[src/rtl/rrg_pkg.sv]
// shared types and constants for the request replay guard
`timescale 1ns / 1ps
package rrg_pkg;

  typedef enum logic [1:0] {
    CMD_CHECK      = 2'd0,
    CMD_FORGET     = 2'd1,
    CMD_FORGET_ALL = 2'd2,
    CMD_NONE       = 2'd3
  } cmd_t;

  typedef enum logic [2:0] {
    ST_OK      = 3'd0,
    ST_NOCLOCK = 3'd1,
    ST_UNKNOWN = 3'd2,
    ST_STALE   = 3'd3,
    ST_BADSIG  = 3'd4,
    ST_REPLAY  = 3'd5
  } status_t;

  typedef enum logic [1:0] {
    BK_IDLE,
    BK_SCAN,
    BK_DONE
  } back_state_t;

  localparam int unsigned REG_MAX_SKEW = 0;
  localparam logic [31:0] MAX_SKEW_RESET = 32'd300;

  // front classification handed to the back part
  typedef struct packed {
    logic [1:0] cmd;
    logic [2:0] pre_status;
    logic       run_check;
  } front_ctl_t;

endpackage

[src/rtl/request_replay_guard_core.sv]
// top level of the request replay guard
// forget and early-rejected requests pass through the queue register and the result register;
// a full check also scans the tables (one entry a cycle) and then passes a done state
// the back part handles one request at a time and starts the next only once the result is taken;
// the two-entry queue takes requests while the back part works
// reset: clears queue, valid bits, ring pointer and output; max_skew returns to 300
`timescale 1ns / 1ps
module request_replay_guard_core #(
  parameter int NONCE_DEPTH = 16,
  parameter int MARK_DEPTH  = 8,
  parameter int ID_BITS     = 64,
  parameter int NONCE_BITS  = 64
) (
  input  logic        clk,
  input  logic        rst,
  input  logic        psel,
  input  logic        penable,
  input  logic        pwrite,
  input  logic [1:0]  paddr,
  input  logic [31:0] pwdata,
  output logic [31:0] prdata,
  output logic        pready,
  input  logic        in_valid,
  output logic        in_stall,
  input  logic [1:0]  cmd,
  input  logic [63:0] client_id,
  input  logic [63:0] nonce_value,
  input  logic [31:0] request_time,
  input  logic [31:0] now_time,
  input  logic        clock_valid,
  input  logic        client_known,
  input  logic        signature_ok,
  output logic        out_valid,
  input  logic        out_stall,
  output logic [2:0]  status,
  output logic [63:0] out_client_id
);

  logic [31:0]           max_skew;
  logic                  q_valid, q_pop, busy;
  rrg_pkg::front_ctl_t   q_ctl;
  logic [ID_BITS-1:0]    q_id;
  logic [NONCE_BITS-1:0] q_nonce;
  logic [31:0]           q_time;

  assign pready = 1'b1;
  assign prdata = (paddr == 2'(rrg_pkg::REG_MAX_SKEW)) ? max_skew : 32'd0;

  always_ff @(posedge clk) begin
    if (rst) max_skew <= rrg_pkg::MAX_SKEW_RESET;
    else if (psel && penable && pwrite && paddr == 2'(rrg_pkg::REG_MAX_SKEW))
      max_skew <= pwdata;
  end

  rrg_front #(.ID_BITS(ID_BITS), .NONCE_BITS(NONCE_BITS)) u_front (
    .clk, .rst, .max_skew, .in_valid, .in_stall, .cmd, .client_id, .nonce_value,
    .request_time, .now_time, .clock_valid, .client_known, .signature_ok,
    .q_valid, .q_pop, .q_ctl, .q_id, .q_nonce, .q_time
  );

  rrg_back #(.NONCE_DEPTH(NONCE_DEPTH), .MARK_DEPTH(MARK_DEPTH),
             .ID_BITS(ID_BITS), .NONCE_BITS(NONCE_BITS)) u_back (
    .clk, .rst, .q_valid, .q_pop, .q_ctl, .q_id, .q_nonce, .q_time,
    .out_valid, .out_stall, .status, .out_client_id, .busy
  );

  a_pop_needs_entry: assert property (@(posedge clk) disable iff (rst)
    q_pop |-> q_valid) else $error("queue pop while empty");

  a_busy_holds_entry: assert property (@(posedge clk) disable iff (rst)
    busy |-> q_valid) else $error("back part busy without a queued request");

  a_status_range: assert property (@(posedge clk) disable iff (rst)
    out_valid |-> status <= rrg_pkg::ST_REPLAY) else $error("status out of range");

  a_id_zero_on_reject: assert property (@(posedge clk) disable iff (rst)
    (out_valid && status != rrg_pkg::ST_OK) |-> out_client_id == 64'd0)
    else $error("client id echoed on reject");

endmodule

[src/rtl/rrg_front.sv]
// front part: accepts requests, runs the stateless checks, fills a small queue
`timescale 1ns / 1ps
module rrg_front #(
  parameter int ID_BITS    = 64,
  parameter int NONCE_BITS = 64
) (
  input  logic                  clk,
  input  logic                  rst,
  input  logic [31:0]           max_skew,
  input  logic                  in_valid,
  output logic                  in_stall,
  input  logic [1:0]            cmd,
  input  logic [63:0]           client_id,
  input  logic [63:0]           nonce_value,
  input  logic [31:0]           request_time,
  input  logic [31:0]           now_time,
  input  logic                  clock_valid,
  input  logic                  client_known,
  input  logic                  signature_ok,
  output logic                  q_valid,
  input  logic                  q_pop,
  output rrg_pkg::front_ctl_t   q_ctl,
  output logic [ID_BITS-1:0]    q_id,
  output logic [NONCE_BITS-1:0] q_nonce,
  output logic [31:0]           q_time
);

  localparam int QD = 2;

  rrg_pkg::front_ctl_t   ctl_mem   [QD];
  logic [ID_BITS-1:0]    id_mem    [QD];
  logic [NONCE_BITS-1:0] nonce_mem [QD];
  logic [31:0]           time_mem  [QD];
  logic                  wr_ptr, rd_ptr;
  logic [1:0]            count;
  logic [31:0]           skew;
  rrg_pkg::front_ctl_t   ctl_in;
  logic                  push;

  assign skew = (now_time > request_time) ? now_time - request_time
                                          : request_time - now_time;

  always_comb begin
    ctl_in.cmd        = cmd;
    ctl_in.run_check  = 1'b0;
    ctl_in.pre_status = rrg_pkg::ST_OK;
    if (cmd == rrg_pkg::CMD_CHECK) begin
      priority if (!clock_valid) ctl_in.pre_status = rrg_pkg::ST_NOCLOCK;
      else if (!client_known)    ctl_in.pre_status = rrg_pkg::ST_UNKNOWN;
      else if (skew > max_skew)  ctl_in.pre_status = rrg_pkg::ST_STALE;
      else if (!signature_ok)    ctl_in.pre_status = rrg_pkg::ST_BADSIG;
      else                       ctl_in.run_check  = 1'b1;
    end
  end

  assign in_stall = (count == 2'(QD));
  assign push     = in_valid && !in_stall;
  assign q_valid  = (count != 2'd0);
  assign q_ctl    = ctl_mem[rd_ptr];
  assign q_id     = id_mem[rd_ptr];
  assign q_nonce  = nonce_mem[rd_ptr];
  assign q_time   = time_mem[rd_ptr];

  always_ff @(posedge clk) begin
    if (push) begin
      ctl_mem[wr_ptr]   <= ctl_in;
      id_mem[wr_ptr]    <= client_id[ID_BITS-1:0];
      nonce_mem[wr_ptr] <= nonce_value[NONCE_BITS-1:0];
      time_mem[wr_ptr]  <= request_time;
    end
  end

  always_ff @(posedge clk) begin
    if (rst) begin
      wr_ptr <= 1'b0;
      rd_ptr <= 1'b0;
      count  <= 2'd0;
    end else begin
      if (push) wr_ptr <= ~wr_ptr;
      if (q_pop) rd_ptr <= ~rd_ptr;
      count <= count + 2'(push) - 2'(q_pop);
    end
  end

endmodule

[src/rtl/rrg_back.sv]
// back part: scans the mark table and nonce ring, updates state, holds the result
`timescale 1ns / 1ps
module rrg_back #(
  parameter int NONCE_DEPTH = 16,
  parameter int MARK_DEPTH  = 8,
  parameter int ID_BITS     = 64,
  parameter int NONCE_BITS  = 64
) (
  input  logic                  clk,
  input  logic                  rst,
  input  logic                  q_valid,
  output logic                  q_pop,
  input  rrg_pkg::front_ctl_t   q_ctl,
  input  logic [ID_BITS-1:0]    q_id,
  input  logic [NONCE_BITS-1:0] q_nonce,
  input  logic [31:0]           q_time,
  output logic                  out_valid,
  input  logic                  out_stall,
  output logic [2:0]            status,
  output logic [63:0]           out_client_id,
  output logic                  busy
);

  localparam int NW = (NONCE_DEPTH > 1) ? $clog2(NONCE_DEPTH) : 1;
  localparam int MW = (MARK_DEPTH > 1) ? $clog2(MARK_DEPTH) : 1;
  localparam int SL = (NONCE_DEPTH > MARK_DEPTH) ? NONCE_DEPTH : MARK_DEPTH;
  localparam int SW = $clog2(SL + 1);

  rrg_pkg::back_state_t state, state_next;

  logic [NONCE_DEPTH-1:0] nonce_valid;
  logic [ID_BITS-1:0]     nonce_client [NONCE_DEPTH];
  logic [NONCE_BITS-1:0]  nonce_stored [NONCE_DEPTH];
  logic [NW-1:0]          ring_pointer;
  logic [MARK_DEPTH-1:0]  mark_valid;
  logic [ID_BITS-1:0]     mark_client [MARK_DEPTH];
  logic [31:0]            mark_time [MARK_DEPTH];

  logic [SW-1:0] idx;
  logic          mark_hit, free_found, nonce_hit;
  logic [MW-1:0] mark_slot, free_slot;
  logic          out_full;
  logic          scan_last, start;

  assign busy      = (state != rrg_pkg::BK_IDLE);
  assign start     = q_valid && !out_full && state == rrg_pkg::BK_IDLE;
  assign scan_last = (idx == SW'(SL - 1));

  always_comb begin
    state_next = state;
    unique case (state)
      rrg_pkg::BK_IDLE:
        if (start && q_ctl.run_check) state_next = rrg_pkg::BK_SCAN;
      rrg_pkg::BK_SCAN:
        if (scan_last) state_next = rrg_pkg::BK_DONE;
      rrg_pkg::BK_DONE: state_next = rrg_pkg::BK_IDLE;
      default: state_next = rrg_pkg::BK_IDLE;
    endcase
  end

  always_comb begin
    q_pop = 1'b0;
    unique case (state)
      rrg_pkg::BK_IDLE: q_pop = start && !q_ctl.run_check;
      rrg_pkg::BK_DONE: q_pop = 1'b1;
      default:          q_pop = 1'b0;
    endcase
  end

  logic m_valid_i, n_valid_i;
  logic [MW-1:0] m_i;
  logic [NW-1:0] n_i;
  logic replay;
  logic mark_use;
  logic [MW-1:0] mslot;

  assign m_valid_i = (idx < SW'(MARK_DEPTH));
  assign n_valid_i = (idx < SW'(NONCE_DEPTH));
  assign m_i       = idx[MW-1:0];
  assign n_i       = idx[NW-1:0];
  assign mark_use  = mark_hit || free_found;
  assign mslot     = mark_hit ? mark_slot : free_slot;
  assign replay    = nonce_hit ||
                     (mark_hit && (q_time < mark_time[mark_slot]));

  always_ff @(posedge clk) begin
    if (rst) begin
      state        <= rrg_pkg::BK_IDLE;
      out_full     <= 1'b0;
      nonce_valid  <= '0;
      mark_valid   <= '0;
      ring_pointer <= '0;
      idx          <= '0;
      mark_hit     <= 1'b0;
      free_found   <= 1'b0;
      nonce_hit    <= 1'b0;
    end else begin
      state <= state_next;
      if (out_valid && !out_stall) out_full <= 1'b0;
      unique case (state)
        rrg_pkg::BK_IDLE: begin
          idx        <= '0;
          mark_hit   <= 1'b0;
          free_found <= 1'b0;
          nonce_hit  <= 1'b0;
          if (start && !q_ctl.run_check) begin
            out_full <= 1'b1;
            if (q_ctl.cmd == rrg_pkg::CMD_FORGET_ALL) begin
              nonce_valid  <= '0;
              mark_valid   <= '0;
              ring_pointer <= '0;
            end else if (q_ctl.cmd == rrg_pkg::CMD_FORGET) begin
              for (int i = 0; i < NONCE_DEPTH; i++)
                if (nonce_client[i] == q_id) nonce_valid[i] <= 1'b0;
              for (int i = 0; i < MARK_DEPTH; i++)
                if (mark_client[i] == q_id) mark_valid[i] <= 1'b0;
            end
          end
        end
        rrg_pkg::BK_SCAN: begin
          idx <= idx + SW'(1);
          if (m_valid_i) begin
            if (mark_valid[m_i] && mark_client[m_i] == q_id && !mark_hit) begin
              mark_hit  <= 1'b1;
              mark_slot <= m_i;
            end
            if (!mark_valid[m_i] && !free_found) begin
              free_found <= 1'b1;
              free_slot  <= m_i;
            end
          end
          if (n_valid_i && nonce_valid[n_i] && nonce_client[n_i] == q_id &&
              nonce_stored[n_i] == q_nonce)
            nonce_hit <= 1'b1;
        end
        rrg_pkg::BK_DONE: begin
          out_full <= 1'b1;
          if (!replay) begin
            nonce_valid[ring_pointer] <= 1'b1;
            ring_pointer <= (ring_pointer == NW'(NONCE_DEPTH - 1)) ? '0
                                                                   : ring_pointer + NW'(1);
            if (mark_use) mark_valid[mslot] <= 1'b1;
          end
        end
        default: ;
      endcase
    end
  end

  // payload: tables, result register
  always_ff @(posedge clk) begin
    if (state == rrg_pkg::BK_IDLE && start && !q_ctl.run_check) begin
      status        <= q_ctl.pre_status;
      out_client_id <= '0;
    end
    if (state == rrg_pkg::BK_DONE) begin
      status        <= replay ? rrg_pkg::ST_REPLAY : rrg_pkg::ST_OK;
      out_client_id <= replay ? 64'd0 : 64'(q_id);
      if (!replay) begin
        nonce_client[ring_pointer] <= q_id;
        nonce_stored[ring_pointer] <= q_nonce;
        if (mark_use) begin
          mark_client[mslot] <= q_id;
          if (!mark_hit || q_time > mark_time[mslot]) mark_time[mslot] <= q_time;
        end
      end
    end
  end

  assign out_valid = out_full;

endmodule

[config.mk]
export PLATFORM = sky130hd
export DESIGN_NAME = request_replay_guard_core
export DESIGN_NICKNAME = d
export VERILOG_FILES = /design/src/rtl/rrg_pkg.sv /design/src/rtl/request_replay_guard_core.sv /design/src/rtl/rrg_front.sv /design/src/rtl/rrg_back.sv
export SDC_FILE = /design/constraint.sdc
export NUM_CORES = 2
export LEC_CHECK = 0
export ABC_CLOCK_PERIOD_IN_PS = 12470
export BUFFER_PORTS_ARGS = -buffer_cell sky130_fd_sc_hd__buf_2
export CAP_MARGIN = 0
export CORE_ASPECT_RATIO = 0.75
export CORE_MARGIN = 5
export CORE_UTILIZATION = 55
export DETAILED_ROUTE_END_ITERATION = 8
export PLACE_DENSITY = 0.77
export SLEW_MARGIN = 25
export SYNTH_ARGS = -nofsm -noshare
export SYNTH_HDL_FRONTEND = slang
export SYNTH_HIERARCHICAL = 1
export SYNTH_SLANG_ARGS = --single-unit
[constraint.sdc]
create_clock -name clk -period 12.47 [get_ports clk]
set_input_delay 1.247 -clock clk [delete_from_list [all_inputs] [get_ports clk]]
set_output_delay 1.247 -clock clk [all_outputs]
set_load 0.01 [all_outputs]
# --- Word-level counts from Yosys, hierarchy flattened ---
# Memories as Yosys holds them, arrays and structs flattened. A register that Yosys moved wholly into a read port is not among the register bits.
# Cells that the tools add are included.
totals:
  register_bits: 148
  ramBits: 3148
  input_bits: 238
  out_inout_bits: 102
  wordCells: 318
  mem_count: 8
memory_table:
  columns: ["memory", "depth", "width", "rd", "rd_clocked_by_memory_dff", "write_ports", "line", "rtl"]
  rows:
  - ["u_back.nonce_client", 16, 64, 17, 1, 1, "rrg_back.sv:32", "logic [ID_BITS-1:0] nonce_client [NONCE_DEPTH];"]
  - ["u_back.nonce_stored", 16, 64, 1, 1, 1, "rrg_back.sv:33", "logic [NONCE_BITS-1:0] nonce_stored [NONCE_DEPTH];"]
  - ["u_back.mark_client", 8, 64, 9, 1, 1, "rrg_back.sv:36", "logic [ID_BITS-1:0] mark_client [MARK_DEPTH];"]
  - ["u_back.mark_time", 8, 32, 2, 1, 1, "rrg_back.sv:37", "logic [31:0] mark_time [MARK_DEPTH];"]
  - ["u_front.id_mem", 2, 64, 1, 1, 1, "rrg_front.sv:31", "logic [ID_BITS-1:0] id_mem [QD];"]
  - ["u_front.nonce_mem", 2, 64, 1, 1, 1, "rrg_front.sv:32", "logic [NONCE_BITS-1:0] nonce_mem [QD];"]
  - ["2 more memories", null, null, null, null, null, null, null]
op_classes:
  n_addsub: 6
  magnitude_cmp: 12
  eq_ne: 69
  n_mux: 111
  bitwise_logic: 5
  n_reduce_logical: 68
op_table:
  columns: ["op", "count"]
  rows:
  - ["equality test 64 bit", 27]
  - ["2-to-1 mux 64 bit", 3]
  - ["> comparator 32 bit", 3]
  - ["AND reduction 5 bit", 16]
  - ["inequality test 3 x 1 -> 1 bit (second input constant)", 25]
  - ["2-to-1 mux 16 bit", 4]
  - ["2-to-1 mux 32 bit", 2]
  - ["subtractor 32 bit", 2]
  - ["2-to-1 mux 1 bit", 61]
  - ["AND reduction 6 bit", 8]
  - ["2-to-1 mux 8 bit", 5]
  - ["2-to-1 mux 4 bit", 9]
  - ["2-to-1 mux 3 bit", 11]
  - ["less-than comparator 32 bit", 1]
  - ["one-hot mux 16 bit (2 select lines)", 1]
  - ["logical AND 1 bit", 20]
  - ["inequality test 2 x 1 -> 1 bit (second input constant)", 9]
  - ["bitwise OR 16 bit", 1]
  - ["one-hot mux 8 bit (2 select lines)", 1]
  - ["AND reduction 4 bit", 3]
  - ["less-than comparator 4 x 5 -> 1 bit (second input constant)", 2]
  - ["one-hot mux 1 bit (2 select lines)", 5]
  - ["one-hot mux 5 bit (2 select lines)", 1]
  - ["less-than comparator 3 x 4 -> 1 bit (second input constant)", 2]
  - ["28 further kinds", 49]

# --- Logic depth before layout (Yosys ltp) ---
depth:
  word_depth: 9
  ltp_mapped: 24
  depth_no_buf: 22

# --- Hierarchy ---
# Netlist, hierarchy kept.
modules_own_cells:
  columns: ["mod", "instances", "cells_per_inst", "area_each_um2"]
  rows:
  - ["rrg_back", 1, 8167, 135302.3]
  - ["rrg_front", 1, 1178, 16453.3]
  - ["request_replay_guard_core", 1, 178, 1691.6]

# --- Worst setup path before layout ---
# Ideal clock, no wire load.
synth_timing:
  path_type: "reg-to-reg"
  startpoint: "reg (tool-made name)"
  endpoint: "mem u_back.nonce_client[7][0] (enable)"
  setup_ns: 0.617
  arrival_ns: 8.996
  required_ns: 11.853
  path_slack_ns: 2.857
  stages_incl_launch_ff: 14
  n_path_buf: 3
  synth_period_minus_slack_ns: 9.613
  path_cell_list: "dfxtp_1 > clkbuf_1 > buf_1 > mux4_2 > mux2i_1 > ha_1 > nand4_1 > or2_2 > o31ai_1 > o31ai_1 > a311oi_1 > clkbuf_1 > nand2_1 > nor2_1"
synth_lines:
  columns: ["item", "line"]
  rows:
  - ["end, declared", "rrg_back.sv:32"]

==> metrics.md <==
| Metric | Value |
|---|---|
| Residual DRC count | `0` |
| Dominant synthesized flop cell | `edfxtp_1` |
| Mean Syn Cell Area | `16.1 um2` |
| CTS HTree Levels | `5` |
| Simple-gate share of the synthesized area | `0.0506` |
| Die span in x | `620 um` |
| GR Util All Layers | `0.380` |
| Port bufs | `338` |
| Die area | `290,000 um2` |
| Inst Count DP | `13,300` |
| Commonest non-fill, non-tap cell in the layout | `edfxtp_1` |
| Core area | `around 280,000 um2` |
| Cells on Worst Hold Path | `2` |
| Post-Synth XOR/XNOR Area | `0.0966` |
| Crit path buffers/inverters | `5` |
| Mux cell area share after synthesis | `0.129` |
| RSZ-0062 raised after global routing | `no` |
| Cts hold-fix bufs | `0` |
| Placement Cell Area | `160,000 um2` |
| HPWL after DPL | `390,000 um` |
| Most used cell, CP | `buf_4` |
| CP max-delay cell | `buf_4` |
| Worst hold path type | `flop to flop` |
| Remaining global-route overflow | `0` |
| Die Y | `467 um` |
| Reg2reg end | `u_back/nonce_client[15][52]` |
| Detailed Route Iter0 Violations | `19,000` |
| Top Family by Delay on Critical Path | `buffers and inverters` |
| Clk pin slew, worst setup/hold paths | `0.07 ns` |
| Skew final | `0.0727 ns` |
| CTS resizes | `0` |
| Worst-case clock buffer depth | `4` |
| CTS tree | `done` |
| Final non-filler cell area | `170,000 um2` |
| Post-route ant nets | `0` |
| Main combinational cell family by area after synthesis | `multiplexers` |
| CP startpoint kind | `flop` |
| Setup TNS | `0 ns` |
| Worst Path Required | `12.98 ns` |
| Initial antenna violation count | `a little over 50` |
| Layout cells sized above 1 | `0.191` |
| Syn Std Cell Area | `153,000 um2` |
| Max stage delay on crit path | `0.85 ns` |
| Total chip power | `33.0 mW` |
| Syn nets | `9,930` |
| Post-synthesis compound-gate area fraction | `0.0464` |
| # Post-CTS Setup Buffers | `0` |
| Total Wirelength | `562,000 um` |
| Max VDD drop | `0.000155 V` |
| CTS Root Cell | `clkbuf_16` |
| Row cnt | `approximately 170` |
| Final net count | `a little over 10,000` |
| Largest net degree at the start of global routing | `129` |
| Max-slew violations | `0` |
| IO Count | `340` |
| Routed WL per cell | `40.5 um` |
| Max cap viols | `0` |
| CTS sink cnt | `roughly 3,300` |
| Later-pin clock latency in the skew report | `0.92 ns` |
| Hold_sp | `max_skew[0]` |
| Reg2reg setup slack | `5.17 ns` |
| Initial Util | `0.551` |
| Final Setup Violations | `0` |
| DR vias | `98,500` |
| Min Tclk post-route | `around 7.3 ns` |
| Status | `finished, final reports clean` |
| Crit Path Max Fanout | `56` |
| Hold Path End | `max_skew[0]` |
| Pre-Repair DR Iteration Count | `8` |
| Synth warn | `6` |
| Cell breakdown of the critical path | `buf_4 > mux4_2 > mux2i_1 > ha_1 > a21o_1 > a21o_1 > a21oi_1 > o31ai_1 > o31ai_1 > a311oi_4 > buf_4 > nand2_1 > nor2_4 > buf_4 > buf_4 > buf_4` |
| P&R area growth vs syn | `10.8%` |
| Syn Inst Count | `9,523` |
| Number of synthesized flops with an enable pin | `~3,200` |
| Slew HR | `0.146` |
| Most frequent cells in the layout | `3,221 x edfxtp_1, 1,646 x xnor2_1, 595 x mux4_2` |
| CP arrival | `7.81 ns` |
| Async SR Flop Fraction | `0` |
| GP Congestion | `1.08` |
| Via/cell ratio | `7.09` |
| Yosys cell types | `98` |
| Post-synthesis sequential area ratio | `0.641` |
| Post-Synth Adder-Cell Area | `0.0139` |
| Slew @ Worst Pin | `1.28 ns` |
| Total CTS buffers | `327` |
| First-pass GRT wire length | `between 700,000 and 800,000 um` |
| Vias in the first global route | `91,900` |
| Final hold violation count | `0` |
| Reg2reg path depth | `16` |
| Post-synthesis register bit count | `roughly 3,300` |
| Crit path capture type | `flop` |
| Pwr dens | `194 nW/um2` |
| Fmax | `137 MHz` |
| Crit share post-route | `0.586` |
| Critical path type | `flop to flop` |
| Leakage power | `52.9 nW` |
| Non-Filler Instances | `13,900` |
## where the power goes
part / internal, mW / leakage (nW) / total, mW / switching, mW
logic: 2.66 / 18.1 / 9.52 / 6.85
registers: 13.5 / 29.8 / 13.6 / 0.106
clock network: 5.49 / 5.03 / 9.81 / 4.32
total: 21.7 / 52.9 / 33.0 / 11.3
## cell usage after synthesis, types with 19 or more instances
cell type | count | area share
a211oi_1 | 48 | 0.0023
a21o_1 | 60 | 0.0029
a21oi_1 | 170 | 0.0055
a221oi_1 | 37 | 0.0021
a22o_1 | 27 | 0.0015
a22oi_1 | 196 | 0.0096
a31oi_1 | 52 | 0.0021
and2_1 | 103 | 0.0042
and3_1 | 31 | 0.0013
and4_1 | 19 | 0.0011
buf_1 | 117 | 0.0029
buf_2 | 122 | 0.0040
buf_4 | 35 | 0.0017
buf_6 | 28 | 0.0021
clkbuf_1 | 254 | 0.0062
dfxtp_1 | 83 | 0.011
edfxtp_1 | 3221 | 0.63
ha_1 | 167 | 0.014
inv_1 | 177 | 0.0043
mux2_2 | 199 | 0.015
mux2i_1 | 410 | 0.027
mux4_2 | 595 | 0.087
nand2_1 | 199 | 0.0049
nand2b_1 | 86 | 0.0035
nand3_1 | 32 | 0.0010
nand4_1 | 458 | 0.019
nor2_1 | 175 | 0.0043
nor2b_1 | 38 | 0.0015
nor3_1 | 54 | 0.0018
nor4_1 | 127 | 0.0052
o21ai_0 | 137 | 0.0045
o22ai_1 | 58 | 0.0024
xnor2_1 | 1646 | 0.094
xor2_1 | 47 | 0.0027
## registers in the layout, summed over array words and instances, names as in the netlist, 2 cells and up, named ones only
register	cells
u_back/free_slot	3
u_back/mark_client	512
u_front/count	2
u_front/id_mem	128
u_back/status	3
u_back/idx	5
u_back/mark_slot	3
max_skew	32
u_back/mark_valid	8
u_back/state	2
u_back/out_client_id	64
u_back/nonce_valid	16
u_front/ctl_mem	12
u_back/ring_pointer	4
u_front/time_mem	64
u_back/nonce_stored	1024
u_front/nonce_mem	128
u_back/nonce_client	1024
u_back/mark_time	256
## tightest hold or removal path, stage by stage, from the launching register on
cell      delay (ns)
dfxtp_1         0.33
nand2b_1        0.07
mux2i_1         0.06
## routing by layer
metal / part of all wire / vias to the layer above / global-route usage
met5: 0.00054 / - / 0.00247
met1: 0.37 / 50100 / 0.537
met4: 0.048 / 28 / 0.143
met2: 0.40 / 8936 / 0.510
li1: - / 38100 / -
met3: 0.18 / 1327 / 0.183
## through the flow
| step | hold slack (ns) | utilization | worst slack [ns] |
|---|---|---|---|
| 2_1_floorplan | 0.424 | - | 2.86 |
| 3_3_place_gp | 0.493 | 0.573 | 4.96 |
| 3_5_place_dp | 0.490 | 0.573 | 4.97 |
| 4_1_cts | 0.493 | 0.610 | 5.25 |
| 5_1_grt | 0.505 | 0.610 | 4.94 |
| 6_report | 0.505 | 0.610 | 5.17 |
## layout make-up
type                       instances  area [um2]
timing repair buffer             586        3740
inverter                         179         682
clock inverter                   168        1600
tap                             3740        4680
clock buffer                     415        8680
sequential                      3304       98400
antenna                           32        80.1
multi-input combinational       5476       52100
fill                           20300      109000
## kinds of logic after synthesis
family                     count (synthesis)
and+or+nand+nor                         1382
adders and majority gates                169
AOI/OAI and AO/OA                       1022
other                                      1
muxes                                   1209
xor gates and xnor gates                1693
buffers and inverters                    743
DFF                                     3304
## how the worst max path moves through the flow
stage                     slack, ns             start                           to  cells past startpoint
after floorplan                2.86              flop    u_back/nonce_client[7][0]                     13
after global placement         4.96  request_time[25]        u_front/ctl_mem[0][1]                     22
after detailed placement       4.97  request_time[25]        u_front/ctl_mem[0][1]                     22
after CTS                      5.25              flop   u_back/nonce_client[15][0]                     16
after global routing           4.94              flop  u_back/nonce_client[15][56]                     16
final                          5.17              flop  u_back/nonce_client[15][52]                     16
Power figures use the tool's default switching activity.
